File: src/rtl/satc_pkg.sv
// ----------------------------------------------------------------------------
// satc_pkg: shared types and constants for the source address traffic counter
// Transfer payloads, table sizing and result status codes.
// ----------------------------------------------------------------------------
`timescale 1ns / 1ps
`default_nettype none

package satc_pkg;

	// Table sizing
	localparam int TABLE_ENTRIES = 64;
	localparam int IDX_W         = (TABLE_ENTRIES > 1) ? $clog2(TABLE_ENTRIES) : 1;
	localparam int CNT_W         = $clog2(TABLE_ENTRIES + 1);

	// Input queue sizing
	localparam int QUEUE_DEPTH = 4;
	localparam int QPTR_W      = $clog2(QUEUE_DEPTH);
	localparam int QCNT_W      = $clog2(QUEUE_DEPTH + 1);

	// Field widths
	localparam int ADDR_W   = 32;
	localparam int LEN_W    = 16;
	localparam int INDEX_W  = 6;
	localparam int STATUS_W = 3;
	localparam int PKT_W    = 40;
	localparam int BYTE_W   = 48;
	localparam int USED_W   = 7;

	localparam logic [PKT_W-1:0]  PKT_MAX  = {PKT_W{1'b1}};
	localparam logic [BYTE_W-1:0] BYTE_MAX = {BYTE_W{1'b1}};

	// Command codes
	localparam logic CMD_COUNT = 1'b0;
	localparam logic CMD_READ  = 1'b1;

	// Result status codes
	localparam logic [STATUS_W-1:0] STATUS_HIT     = 3'd0;
	localparam logic [STATUS_W-1:0] STATUS_NEW     = 3'd1;
	localparam logic [STATUS_W-1:0] STATUS_DROPPED = 3'd2;
	localparam logic [STATUS_W-1:0] STATUS_READ_OK = 3'd3;
	localparam logic [STATUS_W-1:0] STATUS_UNUSED  = 3'd4;

	typedef struct packed {
		logic               command;
		logic [ADDR_W-1:0]  src_addr;
		logic [LEN_W-1:0]   frame_length;
		logic [INDEX_W-1:0] read_index;
	} cmd_t;

	typedef struct packed {
		logic [STATUS_W-1:0] status;
		logic [INDEX_W-1:0]  entry_index;
		logic [ADDR_W-1:0]   entry_addr;
		logic [PKT_W-1:0]    packet_total;
		logic [BYTE_W-1:0]   byte_total;
		logic [USED_W-1:0]   used_entries;
	} rsp_t;

endpackage

`default_nettype wire

File: src/rtl/satc_front.sv
// ----------------------------------------------------------------------------
// satc_front: command intake queue
// Accepts command transfers into a short FIFO so bursts can arrive while the
// table engine is still searching for an earlier packet.
// ----------------------------------------------------------------------------
`timescale 1ns / 1ps
`default_nettype none

module satc_front (
	input  wire logic           clk,
	input  wire logic           arst_n,
	input  wire logic           cmd_valid,
	output logic                cmd_stall,
	input  wire satc_pkg::cmd_t cmd,
	output logic                q_valid,
	output satc_pkg::cmd_t      q_item,
	input  wire logic           q_pop
);
	import satc_pkg::*;

	cmd_t              fifo_q [QUEUE_DEPTH];
	logic [QPTR_W-1:0] wr_ptr_q;
	logic [QPTR_W-1:0] rd_ptr_q;
	logic [QCNT_W-1:0] count_q;
	logic              push;
	logic              pop;

	// Stall when every slot is taken
	assign cmd_stall = (count_q == QCNT_W'(QUEUE_DEPTH));
	assign push      = cmd_valid && !cmd_stall;
	assign q_valid   = (count_q != '0);
	assign pop       = q_pop && q_valid;
	assign q_item    = fifo_q[rd_ptr_q];

	// Store incoming transfers
	always_ff @(posedge clk) begin
		if (push) begin
			fifo_q[wr_ptr_q] <= cmd;
		end
	end

	// Advance pointers and occupancy
	always_ff @(posedge clk or negedge arst_n) begin
		if (!arst_n) begin
			wr_ptr_q <= '0;
			rd_ptr_q <= '0;
			count_q  <= '0;
		end else begin
			if (push) begin
				wr_ptr_q <= (wr_ptr_q == QPTR_W'(QUEUE_DEPTH - 1)) ? '0 : wr_ptr_q + 1'b1;
			end
			if (pop) begin
				rd_ptr_q <= (rd_ptr_q == QPTR_W'(QUEUE_DEPTH - 1)) ? '0 : rd_ptr_q + 1'b1;
			end
			if (push && !pop) begin
				count_q <= count_q + 1'b1;
			end else if (pop && !push) begin
				count_q <= count_q - 1'b1;
			end
		end
	end

endmodule

`default_nettype wire

File: config.mk
export PLATFORM = sky130hd
export DESIGN_NAME = satc_front
export DESIGN_NICKNAME = d
export VERILOG_FILES = /design/src/rtl/satc_pkg.sv /design/src/rtl/satc_front.sv
export SDC_FILE = /design/constraint.sdc
export NUM_CORES = 1
export LEC_CHECK = 0
export BUFFER_PORTS_ARGS = -buffer_cell sky130_fd_sc_hd__buf_2
export CAP_MARGIN = 20
export CORE_ASPECT_RATIO = 0.6
export CORE_MARGIN = 10
export CORE_UTILIZATION = 61
export DETAILED_ROUTE_END_ITERATION = 7
export PLACE_DENSITY = 0.82
export SYNTH_ARGS = -nofsm -noshare
export SYNTH_HDL_FRONTEND = slang
export SYNTH_SLANG_ARGS = --single-unit
File: constraint.sdc
create_clock -name clk -period 6.1 [get_ports clk]
set_clock_uncertainty 0.2 [all_clocks]
set_input_delay 0.915 -clock clk [delete_from_list [all_inputs] [get_ports clk]]
set_output_delay 0.915 -clock clk [all_outputs]
set_load 0.02 [all_outputs]
Word-level counts from Yosys, hierarchy flattened
Memory sizes are Yosys's and may differ from the RTL's.
Index checks and enable logic that the tools add are counted.
{ "totals": {"ff_bits": 7, "mem_bits_rw": 220, "in_bits": 59, "elab_cells": 26, "mem_count": 1} }
{ "memory_table": {"columns": ["memory", "words", "width", "read_ports", "rd_ports_with_merged_regs", "wr", "line_no", "source"], "rows": [
  ["fifo_q", 4, 55, 1, 0, 1, "satc_front.sv:21", "cmd_t fifo_q [QUEUE_DEPTH];"]
]} }
{ "classes": {"add_sub_neg": 4, "n_eq_ne": 3, "mux": 6, "n_reduce_logical": 9} }
{ "ops": {"columns": ["op", "count"], "rows": [
  ["3-bit two-way mux", 2],
  ["2-bit by 1-bit adder with 2-bit output, second input constant", 2],
  ["2-bit equality test, second input constant", 2],
  ["1-bit logical AND", 4],
  ["2-bit two-way mux", 2],
  ["3-bit by 1-bit adder with 3-bit output, second input constant", 1],
  ["3-bit equality test, second input constant", 1],
  ["1-bit logical NOT", 3],
  ["3-bit nonzero test", 1],
  ["3-bit by 1-bit subtractor with 3-bit output, second input constant", 1],
  ["1-bit two-way mux", 2],
  ["2-bit nonzero test", 1]
]} }

Longest topological paths before layout
Gate-level depths: netlist of run 1.
{ "depth": {"depth_word": 7, "ltp_mapped": 8, "mapped_depth_nobuf": 8} }

Least setup slack after synthesis of run 1
Ideal clock, no wire load.
{ "synth_timing": {"path_kind": "input-to-reg", "from": "in cmd_valid", "to": "mem fifo_q[3][0] in the netlist's numbering (enable)", "setup_time_ns": 0.469, "arrival_time_ns": 3.283, "setup_slack_ns": 2.148, "stages": 2, "path_buffers": 0, "path_cell_list": "nand2_1 -> nor2_1"} }
{ "synth_via": {"elab_chain_cells": 3} }
{ "synth_lines": {"columns": ["item", "line_no", "source"], "rows": [
  ["start: declaration", "satc_front.sv:12", "input wire logic cmd_valid,"],
  ["1-bit logical AND", "satc_front.sv:30", "assign push = cmd_valid && !cmd_stall;"],
  ["1-bit two-way mux", "satc_front.sv:37", "if (push) begin"],
  ["1-bit two-way mux (not written as such)", "satc_front.sv:38", "fifo_q[wr_ptr_q] <= cmd;"],
  ["end: declaration", "satc_front.sv:21", null]
]} }
No other way between the ends.

==> impl_results.md, run 1 <==
- Htree depth: 1
- Die Width: 171 um
- Clock sink count: 227
- Hold slack final: roughly 60 ps
- Share of layout cells above drive strength 1: about 47%
- Max_slew headroom: 44.3%
- Mapped Nets: 390
- Crit path buf inv count: 2
- Vias in the first global route: ~4000
- Synth unique cells: 19
- Setup slack after layout: 2300 ps
- Critical-path top delay cell: dfrtp_4
- Final wirelength: 15500 um
- Max Fclk: roughly 260 MHz
- Setup_tns: 0 ps
- Overflow after GRT: 0
- Max-slew violations: 0
- Post-layout nets: 521
- RSZ-0062 raised after global routing: no
- All-Layer GR Usage: roughly 17%
- Startpoint class of the critical path: flop
- Wire length per cell: 23.9 um
- Placed cell count: 608
- Power Dens Cells: ~500 mW/mm^2
- Max VDD drop: 0.352 mV
- Final Hold Vio Count: 0
- Crit Path Category: flop to output port
- Clock tree buffer depth: 3
- Synth warn: 0
- Skew-Pair Late Insertion Delay: 480 ps
- Pre-antenna DRT Iters: 4
- Most frequent cells in the layout: edfxtp_1, buf_2, mux4_2
- # port buffers: 115
- CP peak stage delay: about 900 ps
- Critical path data required time: between 4000 and 5000 ps
- Vias/cell: 5.93
- Max Cap Viol: 0
- Die ar.: between 0.015 and 0.02 sq mm
- Status: finished, final reports clean
- HPWL after DPL: 10000 um
- RePlAce Congestion: approximately 0.7
- Cells along the critical path: buf_4, mux4_2, buf_2
- Initial Utilization: 61.8%
- Period utilization: 62.3%
- Setup Buffers After CTS: 0
- Crit. End Element: output port
- Final setup viols: 0
- Synthesis-stage register bit count: between 200 and 250
- Mapped Cells: ~320
- Post-Syn Area: 0.00837 sq mm
- HP Class: input pin to async pin
- Commonest non-fill, non-tap cell in the layout: edfxtp_1
- Slew @ Worst Pin: 833 ps
- DRT iter0 DRCs: 358
- Finished Layout Cells: 646
- CTS Buf Count: 20
- Core Region: 0.0135 sq mm
- Crit path max-delay family: flip-flops
- Via count: around 3800
- Tmin final: 3800 ps
- CTS tree: built
- Initial antenna violation count: 3
- Die Y: 111 um
- Sequential area share after synthesis: 81.0%
- Area growth syn-to-layout: 16.9%
- I/O Pins: 116
- Root Buffer Master: clkbuf_16
- Clock Pin Slew Worst Setup and Hold Paths: around 70 ps
- Crit path DAT: between 2000 and 3000 ps
- Row count: 33
- Pin count of the biggest net entering global routing: 36
- LEAKAGE: 3.37 nW
- Residual DRC: 0
- First-pass GRT wire length: 24200 um
- # resized after CTS: 0
- Post-route ant nets: 0
- Hold buffer count at cts: 0
- Setup slack at placement: 2690 ps
- Avg Inst Size Synth: 25.8 sq um
- CP Max Fanout: 35
==> cell families after synthesis <==
| family | share of synthesized area [%] |
|---|---|
| xor gates and xnor gates | 0.314 |
| muxes | 15.5 |
| and+or+nand+nor | 0.852 |
| DFF | 81.0 |
| buffers and inverters | 1.20 |
| adders and majority gates | 1.14 |
==> stage by stage <==
step,instance area (sq um),utilization (%),power [mW]
2_1_floorplan,8370,-,3.32
3_3_place_gp,9140,67.5,3.77
3_5_place_dp,9140,67.5,3.82
4_1_cts,9780,72.2,5.02
5_1_grt,9780,72.2,5.21
6_report,9780,72.2,4.95
==> layout make-up <==
class | count | area, sq um
Antenna cell | 2 | 5.00
Clock inverter | 13 | 106
Fill cell | 784 | 3760
Inverter | 3 | 11.3
Clock buffer | 23 | 533
Timing Repair Buffer | 121 | 621
Multi-Input combinational cell | 82 | 1500
Tap cell | 175 | 219
Sequential cell | 227 | 6790
==> flip-flops by register name, indices dropped and copies added (netlist names) <==
name	cells
wr_ptr_q	2
count_q	3
fifo_q	220
rd_ptr_q	2
==> Yosys cell counts, drive strengths merged <==
master	instances	share of area, %
mux4	55	15
inv	3	0.13
dfrtp	7	2.1
nor2b	1	0.075
nand2	2	0.090
clkbuf	1	0.045
mux2	5	0.67
xor2	2	0.21
ha	6	0.90
or3	1	0.13
and2	3	0.22
fa	1	0.24
nor3b	1	0.15
buf	11	1.0
edfxtp	220	79
nor2	4	0.18
xnor2	1	0.10
==> layer usage <==
layer  wire length [um]  part of all wire (%)  track usage, %  vias up
li1                   -                     -               -     1647
met1               6440                    42            23.1     1994
met2               7170                    46            24.8      163
met3               1600                    10            6.44       22
met4                232                   1.5            3.46        2
met5                 12                 0.078               0        -
==> power by group <==
| part | switching, mW | total [mW] | internal, mW |
|---|---|---|---|
| logic | 0.873 | 1.51 | 0.634 |
| clock network | 0.525 | 1.20 | 0.677 |
| registers | 0.178 | 2.24 | 2.06 |
| total | 1.58 | 4.95 | 3.37 |
==> path summary, 6_finish.rpt <==
kind                             startpoint            end  slack, ps  cells past startpoint
worst max-delay path            rd_ptr_q[0]     q_item[14]       2300                      3
min in group clk                 count_q[2]     count_q[2]        290                      1
worst min register to register   count_q[2]     count_q[2]        290                      1
max in group asynchronous            arst_n    rd_ptr_q[0]       5450                      1
worst max register to register   count_q[2]  fifo_q[2][23]       3390                      4
worst min-delay path                 arst_n    wr_ptr_q[1]         60                      1
Note: power is estimated with default switching activity, not from simulation.
==> inputs of run 2 (changes only) <==
- CORE_UTILIZATION: 61 -> 57
- PLACE_DENSITY: 0.82 -> 0.77
- clock period: 6.1 -> 3.7 ns (I/O delays scaled with it)
==> run 2 against run 1 <==
Worst hold slack improved by 23 ps. First-iteration DRC count grew 18%. Via count down 1.0%. Utilization fell by 3.4 points. Total power increased by 68%. Combinational power up 74%. Register-to-register slack worse by 2100 ps. Sequential power is 61% higher. Routed wire length shrank 1.6%. Count of clock-buffer cells in the layout is 3 higher. Highest routed layer unchanged.
==> impl_results.md, run 2 (synthesis gave the netlist of run 1 again) <==
- Status: finished, final reports clean
- Tmin final: 2950 ps
- DRT iter0 DRCs: 422 (+18%)
- Clock tree buffer depth: 3 (unchanged)
- Htree depth: 1 (unchanged)
- Crit Path Category: flop to output port
- Area growth syn-to-layout: 18.6%
- Root Buffer Master: clkbuf_16
- CTS tree: built
- Final Hold Vio Count: 0 (unchanged)
- HP Class: input pin to flop
- Core Region: 0.0144 sq mm (+6.5%)
- CTS Buf Count: 21 (+5.0%)
- Hold depth: 1
- Critical path data required time: 2940 ps (-2040 ps)
- Critical Path Source: rd_ptr_q[1]
- Via count: 3788 (-1.0%)
- Largest Register: fifo_q
- RSZ-0062 raised after global routing: no
- Crit path DAT: 2200 ps (-480 ps)
- Layer with the highest usage: met2
- LEAKAGE: 3.42 nW (+1.7%)
- Max Fclk: 338 MHz
- Max Cap Viol: 0 (unchanged)
- Total power: 8.34 mW (+68%)
- Met3 Use GR: 6.01% (-0.43 points)
- RePlAce Congestion: 0.705 (+0.37%)
- Critical R2R Launch: count_q[2]
- Die Y: 114 um (+2.8%)
- Post-layout nets: 527 (+1.2%)
- Clock Pin Slew Worst Setup and Hold Paths: 70 ps (about the same)
- Wire length per cell: 22.5 um (-5.9%)
- Commonest non-fill, non-tap cell in the layout: edfxtp_1
- Met2 usage: 23.3% (-1.5 points)
- Final setup viols: 0 (unchanged)
- Met1 global-route usage: 20.5% (-2.6 points)
- First-pass GRT wire length: 24000 um (-1.1%)
- Worst Reg-to-Reg Cells: 4 (unchanged)
- Row count: 34 (+3.0%)
- Skew-Pair Late Insertion Delay: 490 ps (about the same)
- Max-slew violations: 0 (unchanged)
- Clock sink count: 227 (unchanged)
- Startpoint class of the critical path: flop
- Die Width: 176 um (+3.0%)
- Share of layout cells above drive strength 1: 46.7% (-0.17 points)
- Largest regs: fifo_q (220), count_q (3)
- Final wirelength: 15200 um (-1.6%)
- Residual DRC: 0 (unchanged)
- Most frequent cells in the layout: edfxtp_1, buf_2, mux4_2
- Max reg flops: 220 (unchanged)
- Pre-antenna DRT Iters: 4 (unchanged)
- Power Dens Cells: 840 mW/mm^2 (+66%)
- Setup Buffers After CTS: 0 (unchanged)
- HPWL after DPL: 9360 um (-6.7%)
- Setup_tns: 0 ps (unchanged)
- Max VDD drop: 0.535 mV (+52%)
- Worst Hold Launch: cmd[29]
- Slew @ Worst Pin: 676 ps (-157 ps)
- Initial antenna violation count: 3 (unchanged)
- Overflow after GRT: 0 (unchanged)
- Crit. End Element: output port
- CP Max Fanout: 32 (-8.6%)
- Initial Utilization: 58.0% (-3.8 points)
- Post-route ant nets: 0 (unchanged)
- # port buffers: 115 (unchanged)
- Vias/cell: 5.61 (-5.3%)
- Pin count of the biggest net entering global routing: 59 (+64%)
- I/O Pins: 116 (unchanged)
- Vias in the first global route: 4158 (+1.9%)
- Max_slew headroom: 54.9% (+11 points)
- All-Layer GR Usage: 15.4% (-1.3 points)
- Die ar.: 0.0201 sq mm (+6.0%)
- Period utilization: ~80%
==> run 2: cell types whose count changed in the layout (fill, tap and decap cells not counted), sizes merged <==
| cell | delta |
|---|---|
| clkbuf | +3 |
| bufinv | +2 |
| dlygate4sd3 | +1 |
| inv | +1 |
| clkinvlp | -2 |
| buf | +4 |
| clkinv | -3 |
==> run 2: area by class of cell <==
type                       instances  area, sq um
sequential                       227         6790
timing repair buffer             126          698
fill                             875         4500
antenna                            2         5.00
multi-input combinational         82         1500
tap                              198          248
clock inverter                    11          130
inverter                           3         11.3
clock buffer                      26          544
==> run 2: worst max-delay path, stage by stage, from the launching register on <==
cell,delay [ps]
dfrtp_2,800
buf_12,300
mux4_2,380
buf_2,190
==> run 2: where the power goes <==
group / internal [mW] / leakage (nW) / switching, mW
Clock: 1.26 / 0.332 / 0.857
Combinational: 1.10 / 0.997 / 1.53
Sequential: 3.40 / 2.10 / 0.196
Total: 5.75 / 3.42 / 2.59
==> run 2: routing by layer <==
layer	routed length, um	share of wire (%)
met1	6490	43
met2	7080	47
met5	13	0.086
met3	1350	8.9
met4	257	1.7
==> run 2: worst paths after layout <==
check                           endpoint  slack [ps]
setup / recovery              q_item[35]         750
hold / removal             fifo_q[2][29]          80
setup reg to reg            fifo_q[2][3]        1260
hold reg to reg               count_q[2]         300
max in group asynchronous    rd_ptr_q[0]        2880
min in group asynchronous     count_q[0]         230
==> run 2: timing repair <==
item / CTS / global route
hold endpoints to repair: 7 / 0
gates resized for setup: 0 / 0
hold buffers: 1 / 0
setup endpoints to repair: 0 / 0
==> run 2: stage by stage <==
step | utilization, % | hold WS (ps) | setup WS (ps) | area (sq um) | cells
floorplan | - | 59.4 | 106 | 8370 | 324
global placement | 64.0 | 199 | 1270 | 9230 | 635
detailed placement | 64.0 | 204 | 1210 | 9230 | 635
CTS | 68.8 | 63.4 | 720 | 9920 | 673
global route | 68.8 | 62.9 | 649 | 9920 | 674
finish | 68.8 | 82.6 | 745 | 9920 | 675
